**src/hdl/imuffu_pkg.sv**
```systemverilog
// Shared types and constants for the IMU FIFO frame unpacker.
`timescale 1ns / 1ps
package imuffu_pkg;

   localparam int FRAME_LEN = 7;
   localparam int AXES = 6;
   localparam int WORD_W = 16;
   localparam int TICK_W = 64;
   localparam int TIME_W = 32;
   localparam int POS_W = $clog2(FRAME_LEN);

   localparam logic [WORD_W-1:0] SKIP_MARK_A = 16'h7F01;
   localparam logic [WORD_W-1:0] SKIP_MARK_B = 16'h7F02;
   localparam logic [WORD_W-1:0] US_PER_TICK_RESET = 16'd10000;

   // item kinds on req_tuser
   localparam logic CMD_DATA = 1'b0;
   localparam logic CMD_FLUSH = 1'b1;

   // register word index
   localparam logic REG_US_PER_TICK = 1'b0;

   localparam int QUEUE_DEPTH_DEF = 2;

   typedef logic [AXES-1:0][WORD_W-1:0] axes_type;

   // one kept frame, handed from front to back
   typedef struct packed {
      logic [TICK_W-1:0] ticks;
      axes_type axes;
   } frame_rec_type;

endpackage

```
**src/hdl/imuffu_front.sv**
```systemverilog
// Front end: frame assembly, skip marks, tick extension and duplicate filter.
`timescale 1ns / 1ps
module imuffu_front (
   input  logic                  clock,
   input  logic                  reset,
   input  logic                  req_tvalid,
   output logic                  req_tready,
   input  logic                  req_tuser,
   input  logic [15:0]           req_tdata,
   input  logic                  q_full,
   output logic                  push_valid,
   output imuffu_pkg::frame_rec_type push_data
);
   import imuffu_pkg::*;

   logic [POS_W-1:0]  pos_ff, pos_in, pos_cur;
   logic              seeded_ff, seeded_in;
   logic [TICK_W-1:0] ticks_ff, ticks_in, ticks_upd;
   axes_type          words_ff, words_in;
   axes_type          last_ff, last_in;
   logic [WORD_W-1:0] delta;
   logic              accept, is_last, skip, dup;

   // only the time stamp word needs queue room
   assign pos_cur = (pos_ff >= POS_W'(FRAME_LEN)) ? '0 : pos_ff;
   assign is_last = (pos_cur == POS_W'(FRAME_LEN - 1));
   assign req_tready = !q_full || !is_last;
   assign accept = req_tvalid && req_tready;

   assign skip = (words_ff[0] == SKIP_MARK_A) || (words_ff[3] == SKIP_MARK_B);
   assign delta = req_tdata - ticks_ff[WORD_W-1:0];
   assign ticks_upd = seeded_ff ? (ticks_ff + {{(TICK_W-WORD_W){1'b0}}, delta})
                                : {{(TICK_W-WORD_W){1'b0}}, req_tdata};
   assign dup = (words_ff == last_ff);

   always_comb begin
      pos_in = pos_ff;
      seeded_in = seeded_ff;
      ticks_in = ticks_ff;
      words_in = words_ff;
      last_in = last_ff;
      push_valid = 1'b0;
      if (accept) begin
         if (req_tuser == CMD_FLUSH) begin
            pos_in = '0;
            seeded_in = 1'b0;
            ticks_in = '0;
         end else if (!is_last) begin
            words_in[pos_cur] = req_tdata;
            pos_in = pos_cur + POS_W'(1);
         end else begin
            pos_in = '0;
            if (!skip) begin
               ticks_in = ticks_upd;
               seeded_in = 1'b1;
               if (!dup) begin
                  last_in = words_ff;
                  push_valid = 1'b1;
               end
            end
         end
      end
   end

   assign push_data.ticks = ticks_upd;
   assign push_data.axes = words_ff;

   always_ff @(posedge clock) begin
      if (reset) begin
         pos_ff <= '0;
         seeded_ff <= 1'b0;
         ticks_ff <= '0;
         last_ff <= '0;
      end else begin
         pos_ff <= pos_in;
         seeded_ff <= seeded_in;
         ticks_ff <= ticks_in;
         last_ff <= last_in;
      end
   end

   always_ff @(posedge clock) begin
      words_ff <= words_in;
   end

endmodule

```
**src/hdl/imuffu_queue.sv**
```systemverilog
// Short frame queue between front and back.
`timescale 1ns / 1ps
module imuffu_queue #(
   parameter int DEPTH = imuffu_pkg::QUEUE_DEPTH_DEF
) (
   input  logic                      clock,
   input  logic                      reset,
   input  logic                      push_valid,
   input  imuffu_pkg::frame_rec_type push_data,
   output logic                      full,
   output logic                      head_valid,
   output imuffu_pkg::frame_rec_type head_data,
   input  logic                      pop
);
   import imuffu_pkg::*;

   localparam int PTR_W = (DEPTH > 1) ? $clog2(DEPTH) : 1;
   localparam int CNT_W = $clog2(DEPTH + 1);

   frame_rec_type     mem [DEPTH];
   logic [PTR_W-1:0]  wr_ff, wr_in, rd_ff, rd_in;
   logic [CNT_W-1:0]  cnt_ff, cnt_in;
   logic              do_push, do_pop;

   assign full = (cnt_ff == CNT_W'(DEPTH));
   assign head_valid = (cnt_ff != '0);
   assign head_data = mem[rd_ff];
   assign do_push = push_valid && !full;
   assign do_pop = pop && head_valid;

   always_comb begin
      wr_in = wr_ff;
      rd_in = rd_ff;
      cnt_in = cnt_ff;
      if (do_push) begin
         wr_in = (wr_ff == PTR_W'(DEPTH - 1)) ? '0 : wr_ff + PTR_W'(1);
      end
      if (do_pop) begin
         rd_in = (rd_ff == PTR_W'(DEPTH - 1)) ? '0 : rd_ff + PTR_W'(1);
      end
      if (do_push && !do_pop) begin
         cnt_in = cnt_ff + CNT_W'(1);
      end else if (do_pop && !do_push) begin
         cnt_in = cnt_ff - CNT_W'(1);
      end
   end

   always_ff @(posedge clock) begin
      if (reset) begin
         wr_ff <= '0;
         rd_ff <= '0;
         cnt_ff <= '0;
      end else begin
         wr_ff <= wr_in;
         rd_ff <= rd_in;
         cnt_ff <= cnt_in;
      end
   end

   always_ff @(posedge clock) begin
      if (do_push) begin
         mem[wr_ff] <= push_data;
      end
   end

endmodule

```
**src/hdl/imuffu_back.sv**
```systemverilog
// Back end: time scaling and the result output register.
`timescale 1ns / 1ps
module imuffu_back (
   input  logic                      clock,
   input  logic                      reset,
   input  logic                      head_valid,
   input  imuffu_pkg::frame_rec_type head_data,
   output logic                      pop,
   input  logic [15:0]               us_per_tick,
   output logic                      rsp_tvalid,
   input  logic                      rsp_tready,
   output logic [191:0]              rsp_tdata
);
   import imuffu_pkg::*;

   logic                 valid_ff, valid_in;
   logic [TICK_W-1:0]    ticks_ff;
   axes_type             axes_ff;
   logic [TIME_W-1:0]    time_ff, time_calc;
   logic [47:0]          prod_lo;
   logic [15:0]          prod_hi;

   function automatic logic [47:0] ticks_lo_ext(input logic [TICK_W-1:0] t);
      ticks_lo_ext = {16'b0, t[31:0]};
   endfunction

   // floor(t * u / 256) mod 2^32: only t[39:0] reaches the low 32 bits
   assign prod_lo = ticks_lo_ext(head_data.ticks) * {32'b0, us_per_tick};
   assign prod_hi = {8'b0, head_data.ticks[39:32]} * {8'b0, us_per_tick[7:0]};
   assign time_calc = prod_lo[39:8] + {prod_hi[7:0], 24'b0};

   assign pop = head_valid && (!valid_ff || rsp_tready);

   always_comb begin
      valid_in = valid_ff;
      if (pop) begin
         valid_in = 1'b1;
      end else if (rsp_tready) begin
         valid_in = 1'b0;
      end
   end

   always_ff @(posedge clock) begin
      if (reset) begin
         valid_ff <= 1'b0;
      end else begin
         valid_ff <= valid_in;
      end
   end

   always_ff @(posedge clock) begin
      if (pop) begin
         ticks_ff <= head_data.ticks;
         axes_ff <= head_data.axes;
         time_ff <= time_calc;
      end
   end

   assign rsp_tvalid = valid_ff;
   assign rsp_tdata = {time_ff, ticks_ff, axes_ff};

endmodule

```
**src/hdl/imu_fifo_frame_unpacker_top.sv**
```systemverilog
// Top level of the IMU FIFO frame unpacker.
`timescale 1ns / 1ps
// Takes one 16-bit sensor FIFO word per item on req_ (req_tuser = 1 flushes:
// frame position, seeding and tick count go back to zero; a partial frame
// is lost). Every seven data words form a frame: accel X/Y/Z, gyro X/Y/Z,
// time stamp. A frame whose first word is 0x7F01 or whose fourth word is
// 0x7F02 is dropped untouched. Otherwise the 16-bit stamp is unwrapped into
// a 64-bit tick count (the first frame after reset or flush seeds it), and
// the frame is dropped if its six axes match the last frame sent out (this
// memory survives flush and resets to all zero). Kept frames leave on rsp_
// with tick count and time_us = low 32 bits of floor(ticks * us_per_tick/256).
// Rate: one word per cycle, but for stalls on a full queue. The front end
// decides everything on the stamp word and pushes a frame into a two-entry
// queue; the back end scales time with a 32x16 multiply and loads the output
// register, which drives rsp_tvalid; a kept frame waits in the queue for it.
// req_tready falls only on a stamp word while the queue is full.
// Register map (APB, 32-bit): 0x0 us_per_tick[15:0], Q8.8, reset 10000.
module imu_fifo_frame_unpacker_top #(
   parameter int QUEUE_DEPTH = imuffu_pkg::QUEUE_DEPTH_DEF
) (
   input  logic         clock,
   input  logic         reset,
   // input items
   input  logic         req_tvalid,
   output logic         req_tready,
   input  logic [15:0]  req_tdata,   // [15:0] data_word
   input  logic         req_tuser,   // [0] cmd: 0 data, 1 flush
   // result items
   output logic         rsp_tvalid,
   input  logic         rsp_tready,
   output logic [191:0] rsp_tdata,   // accel_x, accel_y, accel_z, gyro_x,
                                     // gyro_y, gyro_z (16 each), tick_count
                                     // (64), time_us (32), low bits first
   // configuration
   input  logic         csr_psel,
   input  logic         csr_penable,
   input  logic         csr_pwrite,
   input  logic [2:0]   csr_paddr,
   input  logic [31:0]  csr_pwdata,
   output logic [31:0]  csr_prdata,
   output logic         csr_pready
);
   import imuffu_pkg::*;

   logic [WORD_W-1:0] us_per_tick_ff, us_per_tick_in;
   logic              csr_wr;
   logic              q_full, q_push, q_head_valid, q_pop;
   frame_rec_type     q_push_data, q_head_data;

   // config register: word index is paddr[2]
   assign csr_pready = 1'b1;
   assign csr_wr = csr_psel && csr_penable && csr_pwrite && csr_pready;

   always_comb begin
      us_per_tick_in = us_per_tick_ff;
      if (csr_wr && (csr_paddr[2] == REG_US_PER_TICK)) begin
         us_per_tick_in = csr_pwdata[WORD_W-1:0];
      end
   end

   always_ff @(posedge clock) begin
      if (reset) begin
         us_per_tick_ff <= US_PER_TICK_RESET;
      end else begin
         us_per_tick_ff <= us_per_tick_in;
      end
   end

   assign csr_prdata = (csr_paddr[2] == REG_US_PER_TICK)
                       ? {16'b0, us_per_tick_ff} : 32'b0;

   imuffu_front u_front (
      .clock      (clock),
      .reset      (reset),
      .req_tvalid (req_tvalid),
      .req_tready (req_tready),
      .req_tuser  (req_tuser),
      .req_tdata  (req_tdata),
      .q_full     (q_full),
      .push_valid (q_push),
      .push_data  (q_push_data)
   );

   imuffu_queue #(
      .DEPTH (QUEUE_DEPTH)
   ) u_queue (
      .clock      (clock),
      .reset      (reset),
      .push_valid (q_push),
      .push_data  (q_push_data),
      .full       (q_full),
      .head_valid (q_head_valid),
      .head_data  (q_head_data),
      .pop        (q_pop)
   );

   imuffu_back u_back (
      .clock       (clock),
      .reset       (reset),
      .head_valid  (q_head_valid),
      .head_data   (q_head_data),
      .pop         (q_pop),
      .us_per_tick (us_per_tick_ff),
      .rsp_tvalid  (rsp_tvalid),
      .rsp_tready  (rsp_tready),
      .rsp_tdata   (rsp_tdata)
   );

endmodule

```
**config.mk**
```make
export PLATFORM = sky130hd
export DESIGN_NAME = imu_fifo_frame_unpacker_top
export DESIGN_NICKNAME = d
export VERILOG_FILES = /design/src/hdl/imuffu_pkg.sv /design/src/hdl/imuffu_front.sv /design/src/hdl/imuffu_queue.sv /design/src/hdl/imuffu_back.sv /design/src/hdl/imu_fifo_frame_unpacker_top.sv
export SDC_FILE = /design/constraint.sdc
export NUM_CORES = 2
export LEC_CHECK = 0
export BUFFER_PORTS_ARGS = -buffer_cell sky130_fd_sc_hd__buf_2
export CELL_PAD_IN_SITES_DETAIL_PLACEMENT = 0
export CELL_PAD_IN_SITES_GLOBAL_PLACEMENT = 1
export CORE_AREA = 2 2 322 324
export DETAILED_ROUTE_END_ITERATION = 8
export DIE_AREA = 0 0 324 326
export GPL_TIMING_DRIVEN = 1
export PLACE_DENSITY = 0.84
export SLEW_MARGIN = 20
export SYNTH_ARGS = -nofsm -noshare
export SYNTH_HDL_FRONTEND = slang
export SYNTH_SLANG_ARGS = --single-unit
```
**constraint.sdc**
```tcl
create_clock -name clock -period 12.1 [get_ports clock]
set_clock_uncertainty 0.05 [all_clocks]
set_input_delay 2.42 -clock clock [delete_from_list [all_inputs] [get_ports clock]]
set_output_delay 2.42 -clock clock [all_outputs]
set_load 0.01 [all_outputs]
```
==> results.md <==
* Chip height at 326 um
* Count leader, synth: edfxtp_1
* CTS tree: done
* Maximum clock path buffer count at 3
* EDFF count, synth at 608
* Largest net degree at the start of global routing at 123
* Root Driver: clkbuf_16
* Post-Syn Area at 46,600 um^2
* WL/cell at 20.2 um
* First-pass detailed-route iteration total at 8
* Met3 usage at 3.46%
* DRT Wirelength at 113 mm
* Clock sink count at 794
* Grt met1 use at 29.5%
* Boundary pin count at 286
* I/O Buffers at 250
* Effective utilization at floorplan at a little under half
* Seq cells post-synth at 794
* Hold_buf cts at 0
* GP Congestion at 0.843
* Post-route DRC at 0
* Status: finished, final reports clean
* Critical Path RT at 12,460 ps
* Final hold violations at 0
* Area Overhead vs Synth at 11.7%
* All-Layer GR Usage at 21.7%
* GRT busiest layer: met2
* Critical path class: flip-flop to flip-flop
* Setup crit end kind: flip-flop
* Max_cap viols at 0
* Most frequent CP cell: fa_1
* Final min period at 9290 ps
* Final net count at 4,728
* RSZ-0062 raised after global routing: no
* HP Class: flip-flop to flip-flop
* Synth Warn # at 0
* Final Core Density at 50.7%
* DR iter-0 viols at 2,332
* H-tree level count at 3
* Grt ovf at 0
* Fmax at 108 MHz
* Synthesized netlist cell count at 3,931
* Final setup violation count at 0
* Vias after detailed routing at 29.2k
* Slew margin rel. at 29.3%
* Seq/Total Area, Yosys at 47.2%
* Slowest stage delay, CP at 710 ps
* Post-CTS Resized at 0
* Async SR Flop Fraction at 0%
* Slowest library cell on the worst path: dfxtp_4
* Synth top area share at 39.2%
* Syn avg cell area at 11.8 um^2
* Ranking of synthesized cells by area: edfxtp_1 (39%), fa_1 (17%), dfxtp_1 (8.0%), inv_1 (4.1%), mux2_2 (4.1%)
* TNS Setup at 0 ps
* Worst Tran Pin Value at 1050 ps
* Largest area contributor in the netlist: edfxtp_1
* Max FO, Critical Path at 39
* Final Max Tran Viols at 0
* M2 GR Usage at 35.5%
* Post-DP HPWL at 76.8 mm
* Die X-Extent at around 320 um
* Die footprint at 106,000 um^2
* Arrival @ worst endpoint at 9650 ps
* DR vias/cell at 5.23
* Worst-path clk slew at 60 ps
* Clock latency on the worst-skew pair at between 600 and 700 ps
* Initial antenna violation count at 4
* Post-CTS setup repair buffer count at 0
* Most frequent cells after synthesis: edfxtp_1 (608), inv_1 (511), nand2_1 (459)
* Post-synth cell types at approximately 70
* Row Count at 118
* Final worst path period share at 76.8%
* Post-route ant nets at 0
* Vias in the first global route at 30.3k
* First-pass GRT wire length at 175 mm
* Core ar. at around 100,000 um^2
* Layout cell share with drive strength beyond 1 at 14.6%
* Crit start category: flip-flop
* Most used flip-flop cell after synthesis: edfxtp_1
* Inserted Clock Buffers at 83
## layer usage
layer  routed length (um)  part of all wire [%]
met4                 3170                   2.8
met5                    0                     0
met2                54000                    48
met3                 7380                   6.5
met1                48200                    43
## critical path, delay by kind of cell, from the launching register on
| family | cells | cell delay, ps |
|---|---|---|
| mux | 1 | 590 |
| flops | 1 | 710 |
| fa+ha+maj | 8 | 3710 |
| compound gates | 11 | 2530 |
| xor+xnor | 3 | 730 |
| simple gates | 3 | 390 |
| buf+inv | 5 | 250 |
## registers in the layout, indices dropped and copies added (netlist names), 2 cells and up, named ones only
signal / flops
u_queue.mem: 320
u_front.ticks_ff: 64
u_back.time_ff: 32
u_front.last_ff: 96
u_queue.cnt_ff: 2
u_back.rsp_tdata: 96
us_per_tick_ff: 16
u_back.ticks_ff: 64
u_front.push_data: 96
u_front.pos_ff: 3
## metrics by stage
step / std cells / worst slack (ps) / hold slack, ps / cell area [um^2]
4_1_cts: 5578 / 2870 / 430 / 52000
3_5_place_dp: 5422 / 2890 / 399 / 49200
5_1_grt: 5578 / 2120 / 458 / 52000
2_1_floorplan: 3946 / 697 / 389 / 46600
3_3_place_gp: 5422 / 2990 / 398 / 49200
6_report: 5580 / 2810 / 429 / 52000
## final timing paths
| path | start | to | slack (ps) | cells past startpoint |
|---|---|---|---|---|
| worst max register to register | flip-flop | u_back.time_ff[31] | 2810 | 31 |
| worst min register to register | u_front.ticks_ff[57] | u_front.ticks_ff[57] | 430 | 1 |
| worst min-delay path | u_front.ticks_ff[57] | u_front.ticks_ff[57] | 430 | 1 |
| worst max-delay path | flip-flop | u_back.time_ff[31] | 2810 | 31 |
## area by class of cell
cell class | count | area (um^2)
Fill cell | 8966 | 50600
Sequential cell | 794 | 22000
Multi-Input combinational cell | 2446 | 21900
Clock buffer | 120 | 2380
Inverter | 512 | 1930
Tap cell | 1380 | 1730
Timing Repair Buffer | 290 | 1570
Clock inverter | 36 | 477
Antenna cell | 2 | 5.00
## kinds of logic (layout without fill, tap and decap cells)
kind of cell / Yosys count / in the layout / synth area share, %
AOI/OAI and AO/OA: 305 / 305 / 4.20
xor gates and xnor gates: 228 / 228 / 4.29
adders and majority gates: 542 / 542 / 21.1
buffers and inverters: 706 / 958 / 5.85
DFF: 794 / 794 / 47.2
muxes: 269 / 269 / 6.24
other: 2 / 19 / 0.0161
and+or+nand+nor: 1085 / 1085 / 11.1
## cell usage in the layout (no fill, tap or decap), drive strengths merged, types with 9 or more instances in the layout
cell | Yosys | routed
nor3 | 15 | 15
o21a | 9 | 9
and3 | 18 | 18
nand2 | 459 | 459
nand4 | 36 | 36
nand3 | 37 | 37
a22oi | 9 | 9
o21ai | 72 | 72
nor2 | 196 | 196
buf | 43 | 290
nor2b | 42 | 42
o211ai | 15 | 15
clkinv | 0 | 21
conb | 2 | 17
xnor2 | 154 | 154
edfxtp | 608 | 608
clkbuf | 151 | 120
a21oi | 87 | 87
a31oi | 22 | 22
a21o | 33 | 33
mux2i | 100 | 100
fa | 406 | 406
xor2 | 74 | 74
mux2 | 169 | 169
or3 | 20 | 20
or4 | 15 | 15
nor4 | 18 | 18
and2 | 190 | 190
dfxtp | 186 | 186
ha | 136 | 136
inv | 512 | 516
nand2b | 10 | 10
Power is left out: the tool's default activity adds up to more than one toggle a clock period on the data nets, which glitch-free logic cannot reach.
